File: src/design/stcs_pkg.sv
// shared types and constants for the step test capture sequencer
// no dependencies; imported by every module of the block

package stcs_pkg;

  // register file geometry: six 32-bit registers at byte address 4*i
  localparam int ADDR_W = 5;
  localparam int DATA_W = 32;

  localparam logic [2:0] REG_DECIMATION       = 3'd0;
  localparam logic [2:0] REG_MAX_SAMPLES      = 3'd1;
  localparam logic [2:0] REG_TIMEOUT_MS       = 3'd2;
  localparam logic [2:0] REG_SETTLE_DELAY_MS  = 3'd3;
  localparam logic [2:0] REG_SETTLE_THRESHOLD = 3'd4;
  localparam logic [2:0] REG_SETTLE_NEEDED    = 3'd5;

  localparam logic [15:0] DECIMATION_RST       = 16'd20;
  localparam logic [15:0] MAX_SAMPLES_RST      = 16'd4000;
  localparam logic [19:0] TIMEOUT_MS_RST       = 20'd12000;
  localparam logic [19:0] SETTLE_DELAY_MS_RST  = 20'd500;
  localparam logic [14:0] SETTLE_THRESHOLD_RST = 15'd192;
  localparam logic [7:0]  SETTLE_NEEDED_RST    = 8'd5;

  localparam logic CMD_START = 1'b0;
  localparam logic CMD_TICK  = 1'b1;

  localparam logic [7:0] QUIET_MAX = 8'd255;

  typedef enum logic [1:0] {
    STOP_SETTLED     = 2'd0,
    STOP_BUFFER_FULL = 2'd1,
    STOP_TIMEOUT     = 2'd2,
    STOP_ABORTED     = 2'd3
  } end_cause_t;

  typedef struct packed {
    logic [15:0] decimation;
    logic [15:0] max_samples;
    logic [19:0] timeout_ms;
    logic [19:0] settle_delay_ms;
    logic [14:0] settle_threshold;
    logic [7:0]  settle_needed;
  } cfg_t;

  typedef struct packed {
    logic               command;
    logic [31:0]        now_ms;
    logic signed [14:0] from_mv;
    logic signed [14:0] to_mv;
    logic [19:0]        hold_ms;
    logic signed [15:0] rate_sample;
    logic               abort_request;
  } item_t;

  typedef struct packed {
    logic signed [14:0] drive_mv;
    logic               log_strobe;
    logic [15:0]        sample_index;
    logic               in_phase_b;
    logic               capture_done;
    end_cause_t         end_cause;
  } result_t;

endpackage

File: src/design/stcs_item_if.sv
// input channel of the step test capture sequencer
// valid/ready handshake with the start and tick item fields

interface stcs_item_if;
  logic               valid;
  logic               ready;
  logic               command;
  logic [31:0]        now_ms;
  logic signed [14:0] from_mv;
  logic signed [14:0] to_mv;
  logic [19:0]        hold_ms;
  logic signed [15:0] rate_sample;
  logic               abort_request;

  modport source (
    output valid, command, now_ms, from_mv, to_mv, hold_ms, rate_sample, abort_request,
    input  ready
  );
  modport sink (
    input  valid, command, now_ms, from_mv, to_mv, hold_ms, rate_sample, abort_request,
    output ready
  );
endinterface

File: src/design/stcs_result_if.sv
// result channel of the step test capture sequencer
// valid/ready handshake with the drive and capture status fields

interface stcs_result_if;
  logic               valid;
  logic               ready;
  logic signed [14:0] drive_mv;
  logic               log_strobe;
  logic [15:0]        sample_index;
  logic               in_phase_b;
  logic               capture_done;
  logic [1:0]         end_cause;

  modport source (
    output valid, drive_mv, log_strobe, sample_index, in_phase_b, capture_done, end_cause,
    input  ready
  );
  modport sink (
    input  valid, drive_mv, log_strobe, sample_index, in_phase_b, capture_done, end_cause,
    output ready
  );
endinterface

File: src/design/stcs_cfg_regs.sv
// apb-style configuration registers of the step test capture sequencer
// depends on stcs_pkg for register indexes, reset values and cfg_t

module stcs_cfg_regs (
  input  logic                          clk,
  input  logic                          rst,
  input  logic                          psel,
  input  logic                          penable,
  input  logic                          pwrite,
  input  logic [stcs_pkg::ADDR_W-1:0]   paddr,
  input  logic [stcs_pkg::DATA_W-1:0]   pwdata,
  output logic [stcs_pkg::DATA_W-1:0]   prdata,
  output logic                          pready,
  output stcs_pkg::cfg_t                cfg
);
  import stcs_pkg::*;

  logic       wr_en;
  logic [2:0] reg_idx;

  assign pready  = 1'b1;
  assign wr_en   = psel && penable && pwrite;
  assign reg_idx = paddr[ADDR_W-1:2];

  always_ff @(posedge clk) begin
    if (rst) begin
      cfg.decimation       <= DECIMATION_RST;
      cfg.max_samples      <= MAX_SAMPLES_RST;
      cfg.timeout_ms       <= TIMEOUT_MS_RST;
      cfg.settle_delay_ms  <= SETTLE_DELAY_MS_RST;
      cfg.settle_threshold <= SETTLE_THRESHOLD_RST;
      cfg.settle_needed    <= SETTLE_NEEDED_RST;
    end else if (wr_en) begin
      case (reg_idx)
        REG_DECIMATION:       cfg.decimation       <= pwdata[15:0];
        REG_MAX_SAMPLES:      cfg.max_samples      <= pwdata[15:0];
        REG_TIMEOUT_MS:       cfg.timeout_ms       <= pwdata[19:0];
        REG_SETTLE_DELAY_MS:  cfg.settle_delay_ms  <= pwdata[19:0];
        REG_SETTLE_THRESHOLD: cfg.settle_threshold <= pwdata[14:0];
        REG_SETTLE_NEEDED:    cfg.settle_needed    <= pwdata[7:0];
        default: ;
      endcase
    end
  end

  always_comb begin
    case (reg_idx)
      REG_DECIMATION:       prdata = {16'd0, cfg.decimation};
      REG_MAX_SAMPLES:      prdata = {16'd0, cfg.max_samples};
      REG_TIMEOUT_MS:       prdata = {12'd0, cfg.timeout_ms};
      REG_SETTLE_DELAY_MS:  prdata = {12'd0, cfg.settle_delay_ms};
      REG_SETTLE_THRESHOLD: prdata = {17'd0, cfg.settle_threshold};
      REG_SETTLE_NEEDED:    prdata = {24'd0, cfg.settle_needed};
      default:              prdata = '0;
    endcase
  end

endmodule

File: src/design/stcs_engine.sv
// sequencer engine: input register, combinational step logic, result register
// depends on stcs_pkg for item_t, result_t, cfg_t and the codes

module stcs_engine (
  input  logic              clk,
  input  logic              rst,
  input  stcs_pkg::cfg_t    cfg,
  input  logic              in_valid,
  output logic              in_ready,
  input  stcs_pkg::item_t   in_item,
  output logic              out_valid,
  input  logic              out_ready,
  output stcs_pkg::result_t out_res
);
  import stcs_pkg::*;

  typedef struct packed {
    logic               running;
    logic               abort_latched;
    logic               phase_two;
    logic [31:0]        phase_one_start;
    logic [31:0]        phase_two_start;
    logic [19:0]        hold_time;
    logic signed [14:0] second_voltage;
    logic signed [14:0] drive_level;
    logic [15:0]        tick_count;
    logic [15:0]        stored_count;
    logic [7:0]         quiet_count;
  } state_t;

  logic    s1_valid;
  item_t   s1_item;
  logic    out_load;
  state_t  st;
  state_t  st_next;
  result_t res;

  // step scratch
  logic        abort_now;
  logic        done;
  logic        phase_out;
  logic        log_tick;
  logic [15:0] tick_inc;
  logic [31:0] hold_elapsed;
  logic [31:0] elapsed;
  logic [15:0] rate_mag;
  logic [7:0]  quiet_inc;

  assign out_load = s1_valid && (!out_valid || out_ready);
  assign in_ready = !s1_valid || out_load;

  always_ff @(posedge clk) begin
    if (rst) begin
      s1_valid <= 1'b0;
    end else if (in_valid && in_ready) begin
      s1_valid <= 1'b1;
    end else if (out_load) begin
      s1_valid <= 1'b0;
    end
  end

  always_ff @(posedge clk) begin
    if (in_valid && in_ready) begin
      s1_item <= in_item;
    end
  end

  always_ff @(posedge clk) begin
    if (rst) begin
      st        <= '0;
      out_valid <= 1'b0;
    end else if (out_load) begin
      st        <= st_next;
      out_valid <= 1'b1;
    end else if (out_ready) begin
      out_valid <= 1'b0;
    end
  end

  always_ff @(posedge clk) begin
    if (out_load) begin
      out_res <= res;
    end
  end

  always_comb begin
    st_next   = st;
    res       = '0;
    done      = 1'b0;
    phase_out = 1'b0;
    log_tick  = 1'b0;
    tick_inc  = 16'(st.tick_count + 16'd1);
    quiet_inc = (st.quiet_count < QUIET_MAX) ? 8'(st.quiet_count + 8'd1) : st.quiet_count;
    rate_mag  = s1_item.rate_sample[15] ? 16'(~s1_item.rate_sample + 16'sd1)
                                        : 16'(s1_item.rate_sample);
    hold_elapsed = s1_item.now_ms - st.phase_one_start;
    elapsed      = s1_item.now_ms - st.phase_two_start;

    abort_now             = st.abort_latched || s1_item.abort_request;
    st_next.abort_latched = abort_now;

    if (s1_item.command == CMD_START) begin
      if (!abort_now) begin
        st_next.running         = 1'b1;
        st_next.phase_two       = 1'b0;
        st_next.phase_one_start = s1_item.now_ms;
        st_next.phase_two_start = '0;
        st_next.hold_time       = s1_item.hold_ms;
        st_next.second_voltage  = s1_item.to_mv;
        st_next.drive_level     = s1_item.from_mv;
        st_next.tick_count      = '0;
        st_next.stored_count    = '0;
        st_next.quiet_count     = '0;
      end else begin
        if (st.running) begin
          done          = 1'b1;
          res.end_cause = STOP_ABORTED;
          phase_out     = st.phase_two;
        end
        st_next.running     = 1'b0;
        st_next.phase_two   = 1'b0;
        st_next.drive_level = '0;
      end
    end else if (st.running) begin
      if (abort_now) begin
        done          = 1'b1;
        res.end_cause = STOP_ABORTED;
      end else begin
        // hold expiry steps to the second voltage, elapsed starts at zero
        if (!st.phase_two && (hold_elapsed >= {12'd0, st.hold_time})) begin
          st_next.drive_level     = st.second_voltage;
          st_next.phase_two       = 1'b1;
          st_next.phase_two_start = s1_item.now_ms;
          elapsed                 = '0;
        end
        st_next.tick_count = tick_inc;
        log_tick           = (tick_inc >= cfg.decimation);
        if (log_tick) begin
          st_next.tick_count = '0;
          if (st.stored_count >= cfg.max_samples) begin
            done          = 1'b1;
            res.end_cause = STOP_BUFFER_FULL;
          end else begin
            res.log_strobe       = 1'b1;
            res.sample_index     = st.stored_count;
            st_next.stored_count = 16'(st.stored_count + 16'd1);
            if (st_next.phase_two) begin
              if (elapsed >= {12'd0, cfg.settle_delay_ms}) begin
                if (rate_mag < {1'b0, cfg.settle_threshold}) begin
                  st_next.quiet_count = quiet_inc;
                  if (quiet_inc >= cfg.settle_needed) begin
                    done          = 1'b1;
                    res.end_cause = STOP_SETTLED;
                  end
                end else begin
                  st_next.quiet_count = '0;
                end
              end
              // settle wins over timeout on the same sample
              if (!done && (elapsed >= {12'd0, cfg.timeout_ms})) begin
                done          = 1'b1;
                res.end_cause = STOP_TIMEOUT;
              end
            end
          end
        end
      end
      phase_out = st_next.phase_two;
      if (done) begin
        st_next.running     = 1'b0;
        st_next.phase_two   = 1'b0;
        st_next.drive_level = '0;
      end
    end else begin
      st_next.drive_level = '0;
      st_next.phase_two   = 1'b0;
    end

    if (st_next.running) begin
      phase_out = st_next.phase_two;
    end

    res.drive_mv     = st_next.drive_level;
    res.in_phase_b   = phase_out;
    res.capture_done = done;
  end

endmodule

File: src/design/step_test_capture_sequencer.sv
// top level of the step test capture sequencer
// depends on stcs_pkg, stcs_item_if, stcs_result_if, stcs_cfg_regs and stcs_engine

// The block takes one transaction per clock on the item channel unless the
// result sink stalls, and returns exactly one result transaction for each,
// in order. A start item (command 0) loads the from voltage, the to voltage
// and the hold time; each tick item (command 1) advances the capture: phase
// one drive until the hold has passed, then the step to the second voltage,
// a log strobe every decimation-th tick, and the end of capture on buffer
// full, debounced settle, timeout or abort. Throughput is one item per cycle
// unless the sink stalls: an input register, then the whole step (a few
// 32-bit subtract/compares and counter updates) in one pass that writes
// both the sequencer state and the result register. The state loop closes
// within that pass, so consecutive items never wait on each other. The
// result register holds a finished result while the sink stalls and the
// input register still takes one more item. Configuration lives in six
// 32-bit registers at byte addresses 0, 4, ... 20 and must only be written
// while the block is idle. No clearing pass is needed after reset.

module step_test_capture_sequencer (
  input  logic                        clk,
  input  logic                        rst,
  stcs_item_if.sink                   item,
  stcs_result_if.source               result,
  input  logic                        psel,
  input  logic                        penable,
  input  logic                        pwrite,
  input  logic [stcs_pkg::ADDR_W-1:0] paddr,
  input  logic [stcs_pkg::DATA_W-1:0] pwdata,
  output logic [stcs_pkg::DATA_W-1:0] prdata,
  output logic                        pready
);
  import stcs_pkg::*;

  cfg_t    cfg;
  item_t   in_item;
  result_t out_res;

  // register file; the user must write it only between captures, the block does not enforce this
  stcs_cfg_regs u_cfg_regs (
    .clk     (clk),
    .rst     (rst),
    .psel    (psel),
    .penable (penable),
    .pwrite  (pwrite),
    .paddr   (paddr),
    .pwdata  (pwdata),
    .prdata  (prdata),
    .pready  (pready),
    .cfg     (cfg)
  );

  // pack the item channel fields
  assign in_item.command       = item.command;
  assign in_item.now_ms        = item.now_ms;
  assign in_item.from_mv       = item.from_mv;
  assign in_item.to_mv         = item.to_mv;
  assign in_item.hold_ms       = item.hold_ms;
  assign in_item.rate_sample   = item.rate_sample;
  assign in_item.abort_request = item.abort_request;

  // sequencer state and step logic
  stcs_engine u_engine (
    .clk       (clk),
    .rst       (rst),
    .cfg       (cfg),
    .in_valid  (item.valid),
    .in_ready  (item.ready),
    .in_item   (in_item),
    .out_valid (result.valid),
    .out_ready (result.ready),
    .out_res   (out_res)
  );

  // unpack the result register onto the result channel
  assign result.drive_mv     = out_res.drive_mv;
  assign result.log_strobe   = out_res.log_strobe;
  assign result.sample_index = out_res.sample_index;
  assign result.in_phase_b   = out_res.in_phase_b;
  assign result.capture_done = out_res.capture_done;
  assign result.end_cause    = 2'(out_res.end_cause);

endmodule

File: src/flat_wrapper.sv
// flat-port wrapper written by rule: the top's interface ports become plain ports
module step_test_capture_sequencer_flat import stcs_pkg::*;
  (clk, rst, psel, penable, pwrite, paddr, pwdata, prdata, pready, item_valid, item_command, item_now_ms, item_from_mv, item_to_mv, item_hold_ms, item_rate_sample, item_abort_request, item_ready, result_valid, result_drive_mv, result_log_strobe, result_sample_index, result_in_phase_b, result_capture_done, result_end_cause, result_ready);
  stcs_item_if item_i ();
  stcs_result_if result_i ();
  input  logic clk;
  input  logic rst;
  input  logic psel;
  input  logic penable;
  input  logic pwrite;
  input  logic [stcs_pkg::ADDR_W-1:0] paddr;
  input  logic [stcs_pkg::DATA_W-1:0] pwdata;
  output logic [stcs_pkg::DATA_W-1:0] prdata;
  output logic pready;
  input wire logic [$bits(item_i.valid)-1:0] item_valid;
  input wire logic [$bits(item_i.command)-1:0] item_command;
  input wire logic [$bits(item_i.now_ms)-1:0] item_now_ms;
  input wire logic [$bits(item_i.from_mv)-1:0] item_from_mv;
  input wire logic [$bits(item_i.to_mv)-1:0] item_to_mv;
  input wire logic [$bits(item_i.hold_ms)-1:0] item_hold_ms;
  input wire logic [$bits(item_i.rate_sample)-1:0] item_rate_sample;
  input wire logic [$bits(item_i.abort_request)-1:0] item_abort_request;
  output wire logic [$bits(item_i.ready)-1:0] item_ready;
  output wire logic [$bits(result_i.valid)-1:0] result_valid;
  output wire logic [$bits(result_i.drive_mv)-1:0] result_drive_mv;
  output wire logic [$bits(result_i.log_strobe)-1:0] result_log_strobe;
  output wire logic [$bits(result_i.sample_index)-1:0] result_sample_index;
  output wire logic [$bits(result_i.in_phase_b)-1:0] result_in_phase_b;
  output wire logic [$bits(result_i.capture_done)-1:0] result_capture_done;
  output wire logic [$bits(result_i.end_cause)-1:0] result_end_cause;
  input wire logic [$bits(result_i.ready)-1:0] result_ready;
  assign item_i.valid = item_valid;
  assign item_i.command = item_command;
  assign item_i.now_ms = item_now_ms;
  assign item_i.from_mv = item_from_mv;
  assign item_i.to_mv = item_to_mv;
  assign item_i.hold_ms = item_hold_ms;
  assign item_i.rate_sample = item_rate_sample;
  assign item_i.abort_request = item_abort_request;
  assign item_ready = item_i.ready;
  assign result_valid = result_i.valid;
  assign result_drive_mv = result_i.drive_mv;
  assign result_log_strobe = result_i.log_strobe;
  assign result_sample_index = result_i.sample_index;
  assign result_in_phase_b = result_i.in_phase_b;
  assign result_capture_done = result_i.capture_done;
  assign result_end_cause = result_i.end_cause;
  assign result_i.ready = result_ready;
  step_test_capture_sequencer u_core (.clk(clk), .rst(rst), .item(item_i), .result(result_i), .psel(psel), .penable(penable), .pwrite(pwrite), .paddr(paddr), .pwdata(pwdata), .prdata(prdata), .pready(pready));
endmodule
File: config.mk
export PLATFORM = sky130hd
export DESIGN_NAME = step_test_capture_sequencer_flat
export DESIGN_NICKNAME = d
export VERILOG_FILES = /design/src/design/stcs_pkg.sv /design/src/design/stcs_item_if.sv /design/src/design/stcs_result_if.sv /design/src/design/stcs_cfg_regs.sv /design/src/design/stcs_engine.sv /design/src/design/step_test_capture_sequencer.sv /design/src/flat_wrapper.sv
export SDC_FILE = /design/constraint.sdc
export NUM_CORES = 1
export LEC_CHECK = 0
export BUFFER_PORTS_ARGS = -buffer_cell sky130_fd_sc_hd__buf_4
export CAP_MARGIN = 10
export CELL_PAD_IN_SITES_DETAIL_PLACEMENT = 0
export CELL_PAD_IN_SITES_GLOBAL_PLACEMENT = 1
export CORE_MARGIN = 4
export CORE_UTILIZATION = 41
export CTS_CLUSTER_SIZE = 30
export DETAILED_ROUTE_END_ITERATION = 6
export PLACE_DENSITY = 0.83
export SLEW_MARGIN = 15
export SYNTH_ARGS = -nofsm -noshare
export SYNTH_HDL_FRONTEND = slang
export SYNTH_SLANG_ARGS = --single-unit
File: constraint.sdc
create_clock -name clk -period 7.7 [get_ports clk]
set_input_delay 0.385 -clock clk [delete_from_list [all_inputs] [get_ports clk]]
set_output_delay 0.385 -clock clk [all_outputs]
set_load 0.005 [all_outputs]
# Yosys cells after proc, flatten, opt, wreduce, memory -nomap -nowiden
# Index checks and enable logic that the tools add are counted.
[classes]
n_addsub = 6
magnitude_cmp = 8
n_eq_ne = 13
muxes = 76
bitwise_logic = 5
n_reduce_logical = 29
[op_table]
columns = ["cell", "n"]
rows = [
  ["2-to-1 mux 32 bit", 8],
  ["2-to-1 mux 40 bit", 3],
  ["one-hot mux 20 bit (6 select lines)", 1],
  ["2-to-1 mux 55 bit", 2],
  ["greater-or-equal comparator 32 x 20 -> 1 bit", 3],
  ["2-to-1 mux 67 bit", 1],
  ["subtractor 32 bit", 2],
  ["2-to-1 mux 15 bit", 4],
  ["2-to-1 mux 1 bit", 41],
  ["adder 16 x 1 -> 16 bit (second input constant)", 2],
  ["greater-or-equal comparator 16 bit", 2],
  ["2-to-1 mux 8 bit", 4],
  ["2-to-1 mux 24 bit", 1],
  ["2-to-1 mux 2 bit", 9],
  ["2-to-1 mux 17 bit", 1],
  ["adder 16 x 2 -> 16 bit (second input constant)", 1],
  ["less-than comparator 16 x 15 -> 1 bit", 1],
  ["2-to-1 mux 16 bit", 1],
  ["inverter 16 bit", 1],
  ["inequality test 3 x 1 -> 1 bit (second input constant)", 4],
  ["AND reduction 2 bit", 6],
  ["adder 8 x 1 -> 8 bit (second input constant)", 1],
  ["greater-or-equal comparator 8 bit", 1],
  ["less-than comparator 8 bit (second input constant)", 1],
  ["19 further kinds", 36],
]
[word_totals]
regBits = 390
input_bits = 144
out_inout_bits = 71
elab_cells = 169

# Logic depth before layout (Yosys ltp)
# Gate-level depths: netlist of run 1.
[logic_depth]
word_depth = 28
depth_mapped = 39
depth_no_buf = 36

# Modules after synthesis
# A second synthesis of run 1 with hierarchy kept.
[hier_totals]
cells_unflattened = 2565
area_unflattened_um2 = 22824.4
[modules_own_cells]
columns = ["mod", "instances", "cells_each", "area_each_um2", "seq_area_each_um2"]
rows = [
  ["stcs_engine", 1, 2035, 18108.6, 7267.0],
  ["stcs_cfg_regs", 1, 530, 4715.8, 1901.8],
]

# Worst setup path before layout of run 1
# OpenSTA, ideal clock, no wires.
[synth_timing]
kind = "register to register"
startpoint = "register u_core.u_engine.s1_item[71] in the netlist's numbering"
endpoint = "register u_core.u_engine.out_res[35] (netlist name)"
setup_ps = 254
t_arrival_ps = 7115
t_required_ps = 7446
path_slack_ps = 331
stages_incl_launch_ff = 36
n_path_buf = 3
period_less_slack_ps = 7369
path_cell_list = "edfxtp_1 -> ha_1 -> a21o_1 -> o31a_1 -> a31o_1 -> a21boi_0 -> o21ai_0 -> nand3_1 -> nand2_1 -> a21o_1 -> a21oi_1 -> xnor2_1 -> ha_1 -> o21ai_0 -> nor2_1 -> nor4_1 -> o211ai_1 -> a2111o_1 -> a311o_1 -> nor4_4 -> a21oi_1 -> clkbuf_1 -> buf_1 -> nor2_1 -> ha_1 -> and4_1 -> nand3_1 -> nor4_1 -> o31ai_1 -> o2111ai_1 -> nor3_1 -> a211oi_1 -> a221oi_4 -> buf_12 -> nand2_2 -> nand2_1"
[synth_rtl]
columns = ["item", "line_no", "source"]
rows = [
  ["start: declaration", "stcs_engine.sv:32", "item_t s1_item;"],
  ["start signal: assignment", "stcs_engine.sv:64", "s1_item <= in_item;"],
]

# Final worst setup path of run 1
[layout_timing]
startpoint = "register u_core.u_engine.s1_item[67] in the netlist's numbering"
endpoint = "register u_core.u_engine.st[45] in the netlist's numbering"
[layout_via]
elab_chain_cells = 27
word_cells_on_any_way = 35
classes_between = "2 x add/sub; 3 x order compare; 27 x mux; 3 x reduce/logical"
[layout_lines]
columns = ["item", "line_no", "source"]
rows = [
  ["subtractor 32 bit", "stcs_engine.sv:96", "hold_elapsed = s1_item.now_ms - st.phase_one_start;"],
  ["greater-or-equal comparator 32 x 20 -> 1 bit", "stcs_engine.sv:130", "if (!st.phase_two && (hold_elapsed >= {12'd0, st.hold_time})) begin"],
  ["logical AND 1 bit", "stcs_engine.sv:130", ""],
  ["2-to-1 mux 32 bit", "stcs_engine.sv:130", ""],
  ["2-to-1 mux 32 bit", "stcs_engine.sv:125", "if (abort_now) begin"],
  ["2-to-1 mux 32 bit", "stcs_engine.sv:124", "end else if (st.running) begin"],
  ["2-to-1 mux 32 bit", "stcs_engine.sv:102", "if (s1_item.command == CMD_START) begin"],
  ["greater-or-equal comparator 32 x 20 -> 1 bit", "stcs_engine.sv:148", "if (elapsed >= {12'd0, cfg.settle_delay_ms}) begin"],
  ["(+11 left out)", "n/a", ""],
  ["2-to-1 mux 1 bit", "stcs_engine.sv:140", "if (st.stored_count >= cfg.max_samples) begin"],
  ["2-to-1 mux 1 bit", "stcs_engine.sv:138", "if (log_tick) begin"],
  ["2-to-1 mux 1 bit", "stcs_engine.sv:125", ""],
  ["2-to-1 mux 1 bit", "stcs_engine.sv:124", ""],
  ["2-to-1 mux 1 bit", "stcs_engine.sv:102", ""],
  ["2-to-1 mux 15 bit *", "stcs_engine.sv:169", "if (done) begin"],
  ["2-to-1 mux 15 bit *", "stcs_engine.sv:124", ""],
  ["2-to-1 mux 55 bit *", "stcs_engine.sv:102", ""],
  ["end signal: assignment", "stcs_engine.sv:73", "st <= st_next;"],
  ["end: declaration", "stcs_engine.sv:34", "state_t st;"],
]
# Mark *: on every way between the ends. The rest lies on a longest branch, timed or not. The select of a mux whose other input is x is not followed.
# A chain may end at the register's enable or synchronous reset.

==> impl_metrics.csv, run 1 <==
group,metric,value,unit
status,status,"finished clean",
placement,place.gp.congestion,0.899,
worst_setup_path,cp_slowest_cell,"a311o_2",
timing,finalCriticalPeriod,7.44,ns
run,drv_cap,0,
drt,drt_iter0_markers,1248,
clock_tree,numClockSinks,390,
worst_setup_path,critPathArrivalTime,7.91,ns
synthesis,synth-edff-count,136,
synthesis,ys.flop_type,"dfxtp_1",
die,floorplan.initialDensity,41.5,%
finish,fill_cells,4948,
drt,via_count,19681,
global_routing,track_usage,21.0,%
global_routing,grt-ovfl-total,0,
min_path,min_path_cells,3,
synthesis,netlist_area,22400,sq um
worst_setup_path,reg2regPathDepth,38,
timing,slew-limit-headroom,28.5,%
global_routing,antenna_found_initial,0,
drt,viasPerCell,5.42,
die,dieWidth,242,um
global_routing,grt_util_met1,29.2,%
worst_setup_path,path_class,"reg2reg",
finish,drive_gt1_share,15.5,%
finish,ff_latch_area,9170,sq um
drt,wire_per_inst,17.8,um
timing,skew,0.0299,ns
drt,drcViolationCount,0,
timing,tightest_slew,1.07,ns
synthesis,synth_warnings,0,
die,io_pins,215,
drt,routed_wl,64600,um
finish,insertedDiodeCount,0,
timing,setup_viol,0,
global_routing,use_met3,3.15,%
die,die-height,242,um
placement,portBuffers,187,
worst_setup_path,cpPeakStageDelay,0.42,ns
synthesis,syn_inst,2608,
synthesis,synth_top_cell_by_area,"dfxtp_1",
clock_tree,clkLatencyLatePin,0.59,ns
timing,fmax,0.134,GHz
finish,multiInputGateArea,12300,sq um
pwr,p_per_area,185,nW/um^2
timing,setup-tns-final,0,ns
finish,fin_nets,3227,
timing,timing.hold.ws,0.0330,ns
die,floorplan.die_area,58600,sq um
clock_tree,clockBufferDepth,3,
timing,final.period_utilization,96.7,%
synthesis,yosys_register_bits,390,
worst_setup_path,cp.depth,38,
clock_tree,clockRootBuffer,"clkbuf_16",
synthesis,synth_area_leaders,"dfxtp_1, edfxtp_1, ha_1",
global_routing,grt_max_degree,99,
placement,hpwl,46500,um
timing,drv_slew,0,
clock_tree,path_clk_slew,0.06,ns
worst_setup_path,critPathLaunchType,"register",
placement,place_worst_setup_slack,-0.188,ns
synthesis,seq_area_frac_synth,40.8,%
global_routing,grtUsageMet2,34.9,%
synthesis,synth_cell_types,92,
pwr,irDropWorstVdd,0.000161,V
drt,ant_nets,0,
placement,placed_cells,3443,
synthesis,syn_avg_cell_area,8.61,sq um
clock_tree,numCtsBuffers,42,
synthesis,synth_top_area_share,22.7,%
finish,mostFrequentLayoutCells,"nand2_1, a21oi_1, buf_4",
pwr,leakage,10.6,nW
global_routing,grt_pass1_vias,18993,
worst_setup_path,cp_num_buf_inv,10,
worst_setup_path,worst-path-max-fanout,8,
worst_setup_path,cp_top_family,"compound AO/OA/AOI/OAI gates",
worst_setup_path,cpMostUsedCell,"buf_4",
timing,layout_setup_ws,0.258,ns
global_routing,grt_first_pass_wirelength,102000,um
clock_tree,cts_tree,"done",
min_path,hold_class,"in2reg",
die,rows,85,
finish,layout_commonest_cell,"nand2_1",
synthesis,synthArstFlopShare,0,%
clock_tree,htree_levels,2,
finish,utilization,51.2,%
finish,syn_to_final_growth,23.3,%
die,core_area,54000,sq um
worst_setup_path,required,8.17,ns
timing,rsz0062_at_grt,"true",
finish,fin_cells,3633,
timing,hold_viol,0,
global_routing,busiest_layer,"met2",
worst_setup_path,endpoint_kind,"register",
drt,dr.pass1.iters,5,
## metal layers
metal | wire length (um) | share of wire [%] | vias up
li1 | - | - | 9699
met1 | 30200 | 47 | 9429
met2 | 30200 | 47 | 471
met3 | 2970 | 4.6 | 82
met4 | 1220 | 1.9 | 0
met5 | 0 | 0 | -
## sequential cells by signal, indices dropped and copies added, names as in the netlist
name and cells:
u_core.u_engine.out_res 36, u_core.u_engine.out_valid 1, u_core.u_engine.s1_item 100, u_core.u_engine.st 157, u_core.u_engine.s1_valid 1, u_core.u_cfg_regs.cfg 95
## worst paths after layout
path	startpoint	end	slack, ns
min reg2reg	u_core.u_engine.st[115]$_SDFFE_PP0P_	u_core.u_engine.st[115]$_SDFFE_PP0P_	0.45
min	item_valid	u_core.u_engine.s1_valid$_SDFFE_PP0P_	0.03
max	u_core.u_engine.s1_item[67]$_DFFE_PP_	u_core.u_engine.st[45]$_SDFFE_PP0P_	0.26
max reg2reg	u_core.u_engine.s1_item[67]$_DFFE_PP_	u_core.u_engine.st[45]$_SDFFE_PP0P_	0.26
## through the flow
step	power (mW)	instance area (sq um)
finish	5.12	27700
global route	5.32	27700
CTS	5.14	27400
detailed placement	2.94	24800
global placement	2.92	24800
floorplan	2.69	22500
## power breakdown
part	switching (mW)	total (mW)	leakage, nW	internal, mW
sequential	0.0396	2.24	3.36	2.20
clock	0.887	2.15	0.708	1.27
combinational	0.411	0.731	6.58	0.320
total	1.34	5.12	10.6	3.79
## tightest hold or removal path: cells and delay by family
kind	cells	cell delay [ns]
compound gates	1	0.03
simple gates	1	0.07
buf+inv	1	0.08
## cell usage after synthesis (all sizes together) (29+ instances only)
| master | n |
|---|---|
| a21o | 37 |
| a21oi | 291 |
| and2 | 29 |
| buf | 33 |
| clkbuf | 101 |
| dfxtp | 254 |
| edfxtp | 136 |
| ha | 178 |
| inv | 202 |
| mux2i | 45 |
| nand2 | 453 |
| nand3 | 73 |
| nand4 | 32 |
| nor2 | 187 |
| o21ai | 100 |
| xnor2 | 47 |
| xor2 | 42 |
## logic make-up after synthesis
kind of cell | share of synthesized area [%]
AND/OR/NAND/NOR | 19.1
AO/OA/AOI/OAI | 17.4
flip-flops | 40.8
buffers and inverters | 5.99
adder cells (fa/ha/maj) | 10.1
XOR/XNOR | 3.47
multiplexers | 3.01
other | 0.0335
## cell type report
type,count,area share [%]
clock inverter,29,1.31
timing repair buffer,374,11.3
clock buffer,49,3.97
tap,696,3.15
sequential,390,33.1
multi-input combinational,1893,44.4
inverter,202,2.74
## repair_timing
action | in CTS | in global routing
hold endpoints to repair | 100 | 0
resized for setup | 27 | 45
pin swaps | 10 | 24
setup endpoints to repair | 42 | 42
hold buffers | 100 | 0
setup buffers | 6 | 5
cloned | 1 | 0
Note: power is estimated with default switching activity, not from simulation.
==> run 2, diff against run 1 <==
- CORE_UTILIZATION: 41 -> 43
- CTS_BUF_LIST: not set -> sky130_fd_sc_hd__clkbuf_4
- PLACE_DENSITY: 0.83 -> 0.87
==> impl_metrics.csv, run 2 (same netlist as run 1, synthesis figures left out) <==
group,metric,value,unit
placement,portBuffers,187,
worst_setup_path,cpPeakStageDelay,0.41,ns
min_path,hold_class,"in2reg",
clock_tree,clockBufferDepth,3,
clock_tree,numCtsBuffers,104,
drt,ant_nets,0,
timing,slew-limit-headroom,28.7,%
finish,syn_to_final_growth,23.5,%
clock_tree,clockRootBuffer,"clkbuf_4",
clock_tree,cts_tree,"done",
clock_tree,numClockSinks,390,
worst_setup_path,worst-path-max-fanout,8,
status,status,"finished clean",
die,io_pins,215,
timing,skew,0.0717,ns
timing,drv_slew,0,
die,floorplan.initialDensity,43.6,%
die,floorplan.die_area,55900,sq um
finish,fill_cells,4711,
drt,wire_per_inst,17.5,um
timing,fmax,0.135,GHz
finish,utilization,53.8,%
finish,layout_commonest_cell,"nand2_1",
die,rows,83,
global_routing,grt_pass1_vias,19907,
timing,layout_setup_ws,0.294,ns
clock_tree,path_clk_slew,0.07,ns
worst_setup_path,cp_slowest_cell,"edfxtp_1",
global_routing,grt_max_degree,100,
placement,place.gp.congestion,0.913,
timing,setup-tns-final,0,ns
global_routing,antenna_found_initial,1,
worst_setup_path,critPathArrivalTime,8.16,ns
timing,timing.hold.ws,0.175,ns
worst_setup_path,required,8.45,ns
die,die-height,236,um
timing,setup_viol,0,
worst_setup_path,endpoint_kind,"register",
clock_tree,htree_levels,3,
run,drv_cap,0,
timing,final.period_utilization,96.2,%
die,core_area,51500,sq um
drt,via_count,20198,
timing,finalCriticalPeriod,7.41,ns
drt,viasPerCell,5.37,
finish,top_register,"u_core.u_engine.st",
drt,drt_iter0_markers,1259,
worst_setup_path,critPathLaunchType,"register",
drt,dr.pass1.iters,5,
drt,drcViolationCount,0,
worst_setup_path,cp.depth,38,
global_routing,track_usage,22.5,%
worst_setup_path,reg2regPathDepth,38,
finish,largest_reg_flops,157,
pwr,irDropWorstVdd,0.000143,V
worst_setup_path,cp_num_buf_inv,8,
placement,place_worst_setup_slack,-0.180,ns
timing,tightest_slew,1.07,ns
timing,hold_viol,0,
pwr,p_per_area,176,nW/um^2
clock_tree,clkLatencyLatePin,0.86,ns
finish,fin_nets,3313,
min_path,min_path_cells,4,
worst_setup_path,cpMostUsedCell,"buf_4",
die,dieWidth,236,um
pwr,leakage,10.9,nW
finish,drive_gt1_share,18.0,%
global_routing,grt-ovfl-total,0,
worst_setup_path,path_class,"reg2reg",
finish,mostFrequentLayoutCells,"nand2_1, a21oi_1, buf_4",
drt,routed_wl,65600,um
worst_setup_path,cp_top_family,"compound AO/OA/AOI/OAI gates",
global_routing,grt_first_pass_wirelength,104000,um
placement,hpwl,46500,um
finish,top_regs,"u_core.u_engine.st (157), u_core.u_engine.s1_item (100), u_core.u_cfg_regs.cfg (95)",
run 2: layer usage:
metal / vias up / wire (um) / track usage [%]
met5: - / 0 / 0
met4: 0 / 1240 / 6.49
met1: 9606 / 29900 / 30.4
met3: 90 / 3560 / 4.05
li1: 9933 / - / -
met2: 569 / 31000 / 37.2
run 2: final timing paths:
| path | to | slack, ns | startpoint |
|---|---|---|---|
| setup / recovery | u_core.u_engine.st[51]$_SDFFE_PP0P_ | 0.29 | u_core.u_engine.s1_item[67]$_DFFE_PP_ |
| hold / removal | u_core.u_cfg_regs.cfg[75]$_SDFFE_PP0P_ | 0.18 | paddr[4] |
| hold reg to reg | u_core.u_engine.st[108]$_SDFFE_PP0P_ | 0.45 | u_core.u_engine.st[108]$_SDFFE_PP0P_ |
| setup reg to reg | u_core.u_engine.st[51]$_SDFFE_PP0P_ | 0.29 | u_core.u_engine.s1_item[67]$_DFFE_PP_ |
run 2: final cells by class:
| type | count | area (sq um) | share of cell area (%) |
|---|---|---|---|
| timing repair buffer | 398 | 3380 | 12.2 |
| sequential | 390 | 9170 | 33.1 |
| clock buffer | 167 | 1250 | 4.52 |
| tap | 680 | 851 | 3.07 |
| multi-input combinational | 1893 | 12200 | 43.9 |
| inverter | 202 | 758 | 2.74 |
| antenna | 1 | 2.50 | 0.00903 |
| clock inverter | 27 | 140 | 0.505 |
run 2: through the flow:
stage	cell area [sq um]	cells	total power [mW]
2_1_floorplan	22500	2619	2.69
3_3_place_gp	24800	3427	2.92
3_5_place_dp	24800	3428	2.94
4_1_cts	27500	3751	4.91
5_1_grt	27700	3758	5.12
6_report	27700	3758	4.88
run 2: worst min-delay path, stage by stage:
cell     delay (ns)
buf_4          0.31
nor3_2         0.15
nand2_1        0.08
a21oi_1        0.05
run 2: power breakdown:
group          internal [mW]  switching [mW]
Combinational          0.329           0.413
Clock                  0.989           0.909
Sequential              2.20          0.0398
Total                   3.51            1.36
run 2: repair_timing:
action                     4_1_cts  5_1_grt
setup endpoints to repair       41       42
pin swaps                        3       25
resized for setup                7       34
hold endpoints to repair       248        0
buffers inserted                 2        5
hold buffers                   126        0
gates cloned                     1        1
